--- config.mk ---
export PLATFORM = sky130hd
export DESIGN_NAME = adrc_controller
export DESIGN_NICKNAME = d
export VERILOG_FILES = /design/src/rtl/core/adrc_pkg.sv /design/src/rtl/core/adrc_controller.sv
export SDC_FILE = /design/constraint.sdc
export NUM_CORES = 1
export LEC_CHECK = 0
export BUFFER_PORTS_ARGS = -buffer_cell sky130_fd_sc_hd__buf_2
export CAP_MARGIN = 30
export CORE_ASPECT_RATIO = 1.2
export CORE_MARGIN = 2
export CORE_UTILIZATION = 50
export DETAILED_ROUTE_END_ITERATION = 8
export GPL_TIMING_DRIVEN = 0
export PLACE_DENSITY = 0.67
export SKIP_CTS_REPAIR_TIMING = 1
export SLEW_MARGIN = 20
export SYNTH_ARGS = -nofsm -noshare
export SYNTH_HDL_FRONTEND = slang
export SYNTH_SLANG_ARGS = --single-unit
--- constraint.sdc ---
create_clock -name aclk -period 3.7 [get_ports aclk]
set_clock_uncertainty 0.05 [all_clocks]
set_input_delay 0.185 -clock aclk [delete_from_list [all_inputs] [get_ports aclk]]
set_output_delay 0.185 -clock aclk [all_outputs]
set_load 0.02 [all_outputs]
--- src/rtl/core/adrc_pkg.sv ---
`timescale 1ns / 1ps
// ----------------------------------------------------------------------------
// adrc_pkg: shared types and codes for the ADRC rate controller
// Register indexes, datapath opcodes, operand selects and controller states.
// ----------------------------------------------------------------------------
package adrc_pkg;

    localparam int CFG_IDX_W  = 3;
    localparam int CFG_DATA_W = 32;

    typedef enum logic [2:0] {
        REG_SAMPLE_PERIOD  = 3'd0,
        REG_CTRL_BANDWIDTH = 3'd1,
        REG_OBS_BANDWIDTH  = 3'd2,
        REG_GAIN_REFERENCE = 3'd3,
        REG_PRESSURE_GAIN  = 3'd4,
        REG_SCALE_MIN      = 3'd5,
        REG_SCALE_MAX      = 3'd6
    } reg_idx_t;

    // datapath operations
    typedef enum logic [3:0] {
        OP_NOP,
        OP_MUL,      // dst = mulq(a, b)
        OP_ADD,      // dst = sat(a + b)
        OP_SUB,      // dst = sat(a - b)
        OP_NEG,      // dst = sat(-a)
        OP_TRIPLE,   // dst = sat(3a)
        OP_DOUBLE,   // dst = sat(2a)
        OP_DIV,      // start divider: T3 = divq(a, b0)
        OP_SCHED,    // s clamp against scale limits
        OP_B0LIM,    // b0 limit to [1, 2^31-1]
        OP_VFLOOR,   // airspeed floor at one
        OP_COMMIT    // write observer state, z3 clamp
    } op_t;

    // operand / destination slots in the scratch file
    typedef enum logic [3:0] {
        SL_R, SL_Y, SL_V, SL_DT, SL_WC, SL_WO, SL_PG, SL_GR,
        SL_Z1, SL_Z2, SL_Z3, SL_T0, SL_T1, SL_T2, SL_T3, SL_B0
    } slot_t;

    typedef struct packed {
        op_t   op;
        slot_t a;
        slot_t b;
        slot_t dst;
    } cmd_t;

    typedef struct packed {
        logic busy;   // multi-cycle unit still working
    } stat_t;

    typedef enum logic [1:0] {
        ST_IDLE, ST_ISSUE, ST_WAIT, ST_OUT
    } state_t;

    localparam int NUM_STEPS = 33;

endpackage

--- src/rtl/core/adrc_controller.sv ---
`timescale 1ns / 1ps
// ----------------------------------------------------------------------------
// adrc_controller: sequencer for one controller step
// Walks a fixed command program, waits on the divider, holds the result.
// ----------------------------------------------------------------------------
module adrc_controller (
    input  logic            aclk,
    input  logic            aresetn,
    input  logic            s_tvalid,
    output logic            s_tready,
    output logic            m_tvalid,
    input  logic            m_tready,
    output logic            load,
    output adrc_pkg::cmd_t  cmd,
    input  adrc_pkg::stat_t stat
);
    import adrc_pkg::*;

    localparam int PCW = $clog2(NUM_STEPS);

    state_t         state_reg, state_next;
    logic [PCW-1:0] pc_reg, pc_next;
    cmd_t           prog;

    // step program; T0..T3 are temporaries, B0 holds the gain
    always_comb begin
        prog = '{OP_NOP, SL_R, SL_R, SL_R};
        case (pc_reg)
            PCW'(0):  prog = '{OP_VFLOOR, SL_V,  SL_V,  SL_V};
            PCW'(1):  prog = '{OP_MUL,    SL_V,  SL_V,  SL_T0};
            PCW'(2):  prog = '{OP_MUL,    SL_T0, SL_PG, SL_T0};
            PCW'(3):  prog = '{OP_SCHED,  SL_T0, SL_T0, SL_T0};
            PCW'(4):  prog = '{OP_MUL,    SL_GR, SL_T0, SL_B0};
            PCW'(5):  prog = '{OP_B0LIM,  SL_B0, SL_B0, SL_B0};
            PCW'(6):  prog = '{OP_MUL,    SL_WO, SL_WO, SL_T0};  // wo2
            PCW'(7):  prog = '{OP_MUL,    SL_T0, SL_WO, SL_T1};  // b3
            PCW'(8):  prog = '{OP_TRIPLE, SL_T0, SL_T0, SL_T0};  // b2
            PCW'(9):  prog = '{OP_SUB,    SL_Z1, SL_Y,  SL_Y};   // e
            PCW'(10): prog = '{OP_MUL,    SL_T1, SL_Y,  SL_T1};  // b3*e
            PCW'(11): prog = '{OP_NEG,    SL_T1, SL_T1, SL_T1};
            PCW'(12): prog = '{OP_MUL,    SL_DT, SL_T1, SL_T1};
            PCW'(13): prog = '{OP_ADD,    SL_Z3, SL_T1, SL_T2};  // z3
            PCW'(14): prog = '{OP_MUL,    SL_T0, SL_Y,  SL_T0};  // b2*e
            PCW'(15): prog = '{OP_SUB,    SL_Z3, SL_T0, SL_T0};
            PCW'(16): prog = '{OP_MUL,    SL_DT, SL_T0, SL_T0};
            PCW'(17): prog = '{OP_ADD,    SL_Z2, SL_T0, SL_T1};  // z2
            PCW'(18): prog = '{OP_TRIPLE, SL_WO, SL_WO, SL_T0};  // b1
            PCW'(19): prog = '{OP_MUL,    SL_T0, SL_Y,  SL_T0};
            PCW'(20): prog = '{OP_SUB,    SL_Z2, SL_T0, SL_T0};
            PCW'(21): prog = '{OP_MUL,    SL_DT, SL_T0, SL_T0};
            PCW'(22): prog = '{OP_ADD,    SL_Z1, SL_T0, SL_T0};  // z1
            PCW'(23): prog = '{OP_SUB,    SL_R,  SL_T0, SL_R};   // er
            PCW'(24): prog = '{OP_MUL,    SL_WC, SL_WC, SL_Y};   // kp
            PCW'(25): prog = '{OP_MUL,    SL_Y,  SL_R,  SL_R};   // kp*er
            PCW'(26): prog = '{OP_DOUBLE, SL_WC, SL_WC, SL_Y};   // kd
            PCW'(27): prog = '{OP_MUL,    SL_Y,  SL_T1, SL_Y};   // kd*z2
            PCW'(28): prog = '{OP_SUB,    SL_R,  SL_Y,  SL_R};
            PCW'(29): prog = '{OP_SUB,    SL_R,  SL_T2, SL_R};
            PCW'(30): prog = '{OP_DIV,    SL_R,  SL_B0, SL_T3};  // u
            PCW'(31): prog = '{OP_MUL,    SL_B0, SL_T3, SL_Y};
            PCW'(32): prog = '{OP_MUL,    SL_DT, SL_Y,  SL_Y};
            default:  prog = '{OP_NOP,    SL_R,  SL_R,  SL_R};
        endcase
    end

    always_ff @(posedge aclk) begin
        if (!aresetn) begin
            state_reg <= ST_IDLE;
            pc_reg    <= '0;
        end else begin
            state_reg <= state_next;
            pc_reg    <= pc_next;
        end
    end

    // next state and command issue; z2 feedback add and commit at the tail
    logic [1:0] tail_reg, tail_next;
    always_ff @(posedge aclk) begin
        if (!aresetn) tail_reg <= '0;
        else          tail_reg <= tail_next;
    end

    always_comb begin
        state_next = state_reg;
        pc_next    = pc_reg;
        tail_next  = tail_reg;
        s_tready   = 1'b0;
        m_tvalid   = 1'b0;
        load       = 1'b0;
        cmd        = '{OP_NOP, SL_R, SL_R, SL_R};
        case (state_reg)
            ST_IDLE: begin
                s_tready = 1'b1;
                if (s_tvalid) begin
                    load       = 1'b1;
                    pc_next    = '0;
                    tail_next  = '0;
                    state_next = ST_ISSUE;
                end
            end
            ST_ISSUE: begin
                if (pc_reg < PCW'(NUM_STEPS)) begin
                    cmd     = prog;
                    pc_next = pc_reg + PCW'(1);
                    if (prog.op == OP_DIV) state_next = ST_WAIT;
                end else if (tail_reg == 2'd0) begin
                    cmd       = '{OP_ADD, SL_T1, SL_Y, SL_T1};
                    tail_next = 2'd1;
                end else begin
                    cmd        = '{OP_COMMIT, SL_R, SL_R, SL_R};
                    state_next = ST_OUT;
                end
            end
            ST_WAIT: begin
                if (!stat.busy) state_next = ST_ISSUE;
            end
            ST_OUT: begin
                m_tvalid = 1'b1;
                if (m_tready) state_next = ST_IDLE;
            end
            default: state_next = ST_IDLE;
        endcase
    end

endmodule

==> metrics, run 1 <==
Die ar.=about 4700 µm²; outcome=complete, no violations; async set-reset flop share out of synthesis=0; Die X=between 60 and 70 µm; Sink Count=25; layout cells sized above 1=0.190; Cells on Worst Hold Path=3; Worst Path Arrival=approximately 3.4 ns; core region area=3940 µm²; DIE HEIGHT=74.4 µm; Final Hold Fails=0; vias in the first global route=around 2000; pin count of the biggest net entering global routing=15; reg2reg end=prog[9]; top post-synthesis cells by area=dfxtp_1, ha_1, a21oi_1; Antenna Cells=0; first-pass GRT wire length=about 9.6 mm; Final Max Slew Viols=0; PD cells=about 280 nW/µm²; CTS tree=built; gr ovfl total=0; Slowest-stage cell, CP=or4b_4; Detail Route Antenna Nets=0; number of H-tree levels=1; GRT Overall Usage=0.258; clock period minus worst slack=around 3.3 ns; Most used DFF post-synth=dfxtp_1; CP Class=reg2reg; total number of vias=between 2000 and 2500; actual slew at the worst max-slew pin=between 0.5 and 0.6 ns; synth cell count leaders=dfxtp_1, nor2_1, a21oi_1; multi-input combinational cell area=around 1400 µm²; mean post-synth cell area=between 7 and 8 µm²; Total Neg Setup Slack=0 ns; Yosys cell types=57; CP Capture Type=flip-flop; Leakage=around 1.1 nW; HPWL Detailed=around 4.3 mm; num rows=25; Fillers=slightly below 400; critical path peak fanout=9; met1 WL=2.50 mm; final wirelength=around 6 mm; number of synthesized flops with an enable pin=0; Worst-path clk slew=about 0.09 ns; RSZ-0062 raised after global routing=no; synthesized flop and latch total=25; worst hold-check path type=in2reg; # Max-Cap Violations=0; final setup vio count=0; hold path startpoint=aresetn; slowest stage delay, CP=approximately 0.48 ns; top sig layer=met4; IO Pins=24; post-DR wirelength/cell=17.1 µm; Synth area leader=dfxtp_1; CTS buffer count=3; worst r2r src=pc_reg[0]; Syn Nets=between 200 and 300; drt drc=0; Worst EP required=between 3 and 4 ns; Pre-antenna DRT Iters=6; fin crit share=0.903; Slew HR=0.638; fmax=between 200 and 300 MHz; synth warn=0; Synth Instances=between 200 and 300; crit path cell chain=inv_1 -> ha_1 -> or4b_4 -> a211o_1 -> a31oi_4 -> inv_1 -> ha_1 -> nor3_1 -> a21oi_1 -> a221o_1; met2 wire length=2.66 mm; CTS max path bufs=2; # port buffers=23; metal3 WL=~480 µm; Vias/cell=a little over 6; Root Driver=clkbuf_8; Final GP Congestion=between 1 and 1.5; maximum vdd drop=between 100 and 150 µV; DR iter-0 viols=169; synthesized area=between 2000 and 2500 µm²; Worst Reg-to-Reg Cells=10; startpoint types=flip-flop; WHS Endpoint=state_reg[1]; FF+latch area=about 500 µm²; flop2flop setup slack=~0.36 ns; register area share after synthesis=0.243; nets=310; area grow syn2layout=11.1%; initial core utilization=0.523; initial antenna violation count=0; count leader, synth=dfxtp_1; Skew-Pair Late Insertion Delay=between 0.2 and 0.3 ns; post-synth top area share=0.243; Core Util, Final=0.582; max reg flops=16
worst max-delay path by stage:
stage | start | end | slack [ns] | cells after the start
5_1_grt | pc_reg[0] | prog[9] | 0.25 | 10
3_3_place_gp | pc_reg[0] | prog[9] | 0.48 | 10
4_1_cts | pc_reg[0] | prog[9] | 0.47 | 10
3_5_place_dp | pc_reg[0] | prog[9] | 0.49 | 10
6_report | pc_reg[0] | prog[9] | 0.36 | 10
2_1_floorplan | pc_reg[0] | prog[9] | 0.89 | 10
final cells by class:
class                   instances  area share
clock inverters                 1     0.00218
flip-flops and latches         25       0.218
inverters                      15      0.0251
clock buffers                   3      0.0180
plain buffers                  19      0.0529
repair buffers                 23      0.0502
well taps                      54      0.0295
multi-input cells             204       0.604
report_power, final:
group / internal (mW) / switching (mW) / total [mW]
Combinational: 0.0747 / 0.126 / 0.201
Sequential: 0.284 / 0.0103 / 0.294
Clock: 0.0751 / 0.0805 / 0.156
Total: 0.434 / 0.217 / 0.651
kinds of logic (layout without fill, tap and decap cells):
logic type / after synthesis / count (layout) / share of synthesized area
buf+inv: 34 / 61 / 0.0867
xor+xnor: 6 / 6 / 0.0291
flops: 25 / 25 / 0.243
simple gates: 93 / 93 / 0.230
fa+ha+maj: 14 / 14 / 0.0849
compound gates: 86 / 86 / 0.301
mux: 5 / 5 / 0.0249
worst max-delay path, delay by kind of cell (launching register included):
| kind | cells | cell delay, ns |
|---|---|---|
| adders and majority gates | 2 | 0.46 |
| DFF | 1 | 0.39 |
| buffers and inverters | 2 | 0.29 |
| and+or+nand+nor | 2 | 0.86 |
| AOI/OAI and AO/OA | 4 | 1.14 |
stage by stage:
stage / cells / power, mW / hold slack [ns] / instance area [µm²] / worst slack, ns
after floorplan: 263 / 0.446 / 0.347 / 2060 / 0.888
after global placement: 340 / 0.498 / 0.428 / 2250 / 0.479
after detailed placement: 340 / 0.497 / 0.432 / 2250 / 0.488
after CTS: 344 / 0.651 / 0.232 / 2290 / 0.466
after global routing: 344 / 0.688 / 0.252 / 2290 / 0.246
final: 344 / 0.651 / 0.239 / 2290 / 0.360
cells in the final DEF, fill, tap and decap left out, types with 4 or more instances in the layout:
master,n
inv_1,12
nor2_1,24
nor3_1,7
nand2b_1,6
buf_6,5
a311oi_1,4
clkbuf_1,8
a21oi_1,23
nand3_1,11
and3_1,11
mux2i_1,4
o21ai_0,11
buf_2,27
ha_1,14
a221oi_1,4
dfxtp_1,25
nand2_1,20
a21o_1,4
o211ai_1,7
metal layers:
layer  GRT usage  vias up
met1       0.317      946
met2       0.453      155
li1            -     1005
met3      0.0318       35
met5           0        -
met4       0.131        0
(Power assumes the default switching activity.)
==> run 2: changes to the inputs <==
--- a/config.mk
+++ b/config.mk
@@ -8,8 +8,8 @@
 export BUFFER_PORTS_ARGS = -buffer_cell sky130_fd_sc_hd__buf_2
 export CAP_MARGIN = 30
 export CORE_ASPECT_RATIO = 1.2
-export CORE_MARGIN = 2
 export CORE_UTILIZATION = 50
+export CTS_BUF_LIST = sky130_fd_sc_hd__clkbuf_4
 export DETAILED_ROUTE_END_ITERATION = 8
 export GPL_TIMING_DRIVEN = 0
 export PLACE_DENSITY = 0.67
==> metrics, run 2 (same netlist as run 1, synthesis figures left out) <==
Detail Route Antenna Nets=0; maximum vdd drop=around 120 µV; total number of vias=2135; # Max-Cap Violations=0; Skew-Pair Late Insertion Delay=0.32 ns; Final Hold Fails=0; HPWL Detailed=approximately 4.2 mm; CTS tree=built; fmax=between 300 and 400 MHz; gr ovfl total=0; pin count of the biggest net entering global routing=16; final setup vio count=0; PD cells=around 270 nW/µm²; fin crit share=0.894; CP Class=reg2reg; actual slew at the worst max-slew pin=slightly above 0.5 ns; Worst-path clk slew=about 0.15 ns; layout cells sized above 1=0.190; GRT Overall Usage=0.270; CTS max path bufs=2; startpoint types=flip-flop; DR iter-0 viols=about 250; IO Pins=24; outcome=complete, no violations; clock period minus worst slack=~3.3 ns; # port buffers=23; max reg flops=16; Leakage=roughly 1.0 nW; critical path peak fanout=9; initial antenna violation count=0; Total Neg Setup Slack=0 ns; commonest non-fill, non-tap cells in the layout=buf_2, dfxtp_1, nor2_1; Final GP Congestion=approximately 0.95; Sink Count=25; commonest non-fill, non-tap cell in the layout=buf_2; post-DR wirelength/cell=~17 µm; nets=just over 300; CTS buffer count=3; core region area=3940 µm²; Die ar.=4390 µm²; area grow syn2layout=10.3%; Slew HR=0.660; Final Max Slew Viols=0; Root Driver=clkbuf_4; worst hold-check path type=in2reg; RSZ-0062 raised after global routing=no; Pre-antenna DRT Iters=5; vias in the first global route=between 1500 and 2000; CP Capture Type=flip-flop; first-pass GRT wire length=roughly 9 mm; drt drc=0; Antenna Cells=0; Vias/cell=approximately 6.2; Worst EP required=3.87 ns; initial core utilization=0.523; Min Hold Slack=roughly 0.18 ns; Worst Path Arrival=3.48 ns; Die X=roughly 61 µm; Final Power=~0.62 mW; DIE HEIGHT=approximately 72 µm; num rows=25; final wirelength=approximately 5.7 mm; number of H-tree levels=1
## run 2: cell types whose count changed in the layout (fill, tap and decap cells not counted)
cell and change:
clkbuf_4 +3, clkbuf_8 -3, clkinv_2 -1, clkinvlp_4 +1
## run 2: metrics by stage
step	cells	area [µm²]	utilization	setup slack, ns
floorplan	263	2060	-	0.888
global route	344	2280	0.577	0.265
global placement	340	2250	0.570	0.480
detailed placement	340	2250	0.570	0.464
CTS	344	2280	0.577	0.428
finish	344	2280	0.577	0.392
## run 2: power by group
part / total, mW / switching (mW) / internal [mW] / leakage [nW]
combinational: 0.200 / 0.125 / 0.0747 / 0.828
clock: 0.128 / 0.0865 / 0.0413 / 0.0139
sequential: 0.295 / 0.0109 / 0.285 / 0.203
## run 2: final timing paths
path	cells past startpoint	end	slack [ns]	from
worst max-delay path	10	prog[9]	0.39	pc_reg[0]
worst min-delay path	3	state_reg[1]	0.18	aresetn
worst max register to register	10	prog[9]	0.39	pc_reg[0]
worst min register to register	2	tail_reg[0]	0.46	tail_reg[0]
## run 2: layout make-up
| cell class | count | area [µm²] |
|---|---|---|
| buffer | 19 | 121 |
| inverter | 15 | 57.6 |
| multi-input combinational | 204 | 1380 |
| tap | 54 | 67.6 |
| fill | 400 | 1670 |
| clock inverter | 1 | 7.51 |
| sequential | 25 | 500 |
| clock buffer | 3 | 22.5 |
| timing repair buffer | 23 | 115 |
## run 2: critical path, stage by stage, from the launching register on
cell and delay [ns]:
dfxtp_1 0.41, inv_1 0.12, ha_1 0.16, or4b_4 0.48, a211o_1 0.35, a31oi_4 0.38, inv_1 0.17, ha_1 0.30
nor3_1 0.35, a21oi_1 0.07, a221o_1 0.35
## run 2: layer usage
| metal | global-route usage | routed length (µm) |
|---|---|---|
| met5 | 0 | 0 |
| met4 | 0.0758 | 78 |
| met3 | 0.0321 | 502 |
| met2 | 0.458 | 2750 |
| met1 | 0.356 | 2400 |
==> run 3: changes to the inputs <==
--- a/config.mk
+++ b/config.mk
@@ -12,7 +12,7 @@
 export CTS_BUF_LIST = sky130_fd_sc_hd__clkbuf_4
 export DETAILED_ROUTE_END_ITERATION = 8
 export GPL_TIMING_DRIVEN = 0
-export PLACE_DENSITY = 0.67
+export PLACE_DENSITY = 0.81
 export SKIP_CTS_REPAIR_TIMING = 1
 export SLEW_MARGIN = 20
 export SYNTH_ARGS = -nofsm -noshare
==> metrics, run 3 (same netlist as run 1, synthesis figures left out) <==
Total Neg Setup Slack=0 ns; gr ovfl total=0; clock period minus worst slack=3.35 ns; fmax=around 300 MHz; RSZ-0062 raised after global routing=no; commonest non-fill, non-tap cell in the layout=buf_2; commonest non-fill, non-tap cells in the layout=buf_2, dfxtp_1, nor2_1; startpoint types=flip-flop; fin crit share=0.906; Final GP Congestion=approximately 0.98; CTS buffer count=3; Final Hold Fails=0; initial core utilization=0.523; dpl cells=340; # Max-Cap Violations=0; Die X=60.6 µm; Root Driver=clkbuf_4; metal3 WL=roughly 420 µm; CP Capture Type=flip-flop; Worst Path Arrival=~3.5 ns; nets=310; # port buffers=23; max reg flops=16; pin count of the biggest net entering global routing=14; maximum vdd drop=between 90 and 100 µV; num rows=25; Worst EP required=3.86 ns; CTS max path bufs=2; met2 wire length=2.74 mm; PD cells=around 270 nW/µm²; post-DR wirelength/cell=between 15 and 20 µm; Detail Route Antenna Nets=0; GRT Overall Usage=0.273; initial antenna violation count=0; vias in the first global route=about 1900; Worst-path clk slew=between 0.1 and 0.15 ns; total number of vias=between 2000 and 2500; Slew HR=0.653; outcome=complete, no violations; final non-filler cell total=344; core region area=just under 4000 µm²; CP Class=reg2reg; Sink Count=25; Final Max Slew Viols=0; drt drc=0; DIE HEIGHT=72.4 µm; area grow syn2layout=10.3%; final wirelength=around 5.8 mm; IO Pins=24; Pre-antenna DRT Iters=5; Vias/cell=a little over 6; met1 WL=around 2.5 mm; placed inst area=2250 µm²; final setup vio count=0; HPWL Detailed=around 4.3 mm; Antenna Cells=0; Fillers=slightly below 400; first-pass GRT wire length=9.11 mm; fin area=between 2000 and 2500 µm²; worst hold-check path type=in2reg; DR iter-0 viols=~190; top sig layer=met4; layout cells sized above 1=0.190; number of H-tree levels=1; actual slew at the worst max-slew pin=around 0.52 ns; CTS tree=built; critical path peak fanout=9; Leakage=about 1.0 nW; Skew-Pair Late Insertion Delay=around 0.32 ns; Die ar.=between 4000 and 5000 µm²
[run 3: changes by cell type in the layout (fill, tap and decap cells not counted)]
cell	delta
clkbuf_4	+1
clkinvlp_4	-1
[run 3: path summary, 6_finish.rpt]
kind                            slack, ns         from  depth (start not counted)      endpoint
worst max-delay path                 0.35    pc_reg[0]                         10       prog[9]
worst min-delay path                 0.18      aresetn                          3  state_reg[1]
worst max register to register       0.35    pc_reg[0]                         10       prog[9]
worst min register to register       0.46  tail_reg[0]                          2   tail_reg[0]
[run 3: where the power goes]
| part | leakage, nW | switching, mW | internal [mW] |
|---|---|---|---|
| combinational | 0.828 | 0.126 | 0.0746 |
| sequential | 0.203 | 0.0103 | 0.284 |
| clock | 0.0184 | 0.0765 | 0.0495 |
| total | 1.05 | 0.213 | 0.408 |
[run 3: area by class of cell]
type / instances / area, µm² / share of cell area
Buffer: 19 / 121 / 0.0533
Clock buffer: 4 / 30.0 / 0.0132
Inverter: 15 / 57.6 / 0.0253
Multi-Input combinational cell: 204 / 1380 / 0.608
Sequential cell: 25 / 500 / 0.220
Tap cell: 54 / 67.6 / 0.0297
Timing Repair Buffer: 23 / 115 / 0.0506
[run 3: routing by layer]
layer / GRT usage / up-vias
met2: 0.444 / 124
met3: 0.0160 / 18
met4: 0.144 / 0
met5: 0 / -
met1: 0.357 / 958
li1: - / 1011
[run 3: stage by stage]
stage                     hold slack [ns]  power (mW)  setup WS, ns  utilization
after floorplan                     0.347       0.446         0.888            -
after global placement              0.429       0.494         0.467        0.570
after detailed placement            0.438       0.497         0.417        0.570
after CTS                           0.183       0.620         0.390        0.577
after global routing                0.202       0.656         0.230        0.577
final                               0.178       0.621         0.348        0.577
[run 3: critical path, cell delays in order, from the launching register on]
cell	delay (ns)
dfxtp_1	0.40
inv_1	0.12
ha_1	0.18
or4b_4	0.49
a211o_1	0.35
a31oi_4	0.37
inv_1	0.16
ha_1	0.32
nor3_1	0.36
a21oi_1	0.07
a221o_1	0.35
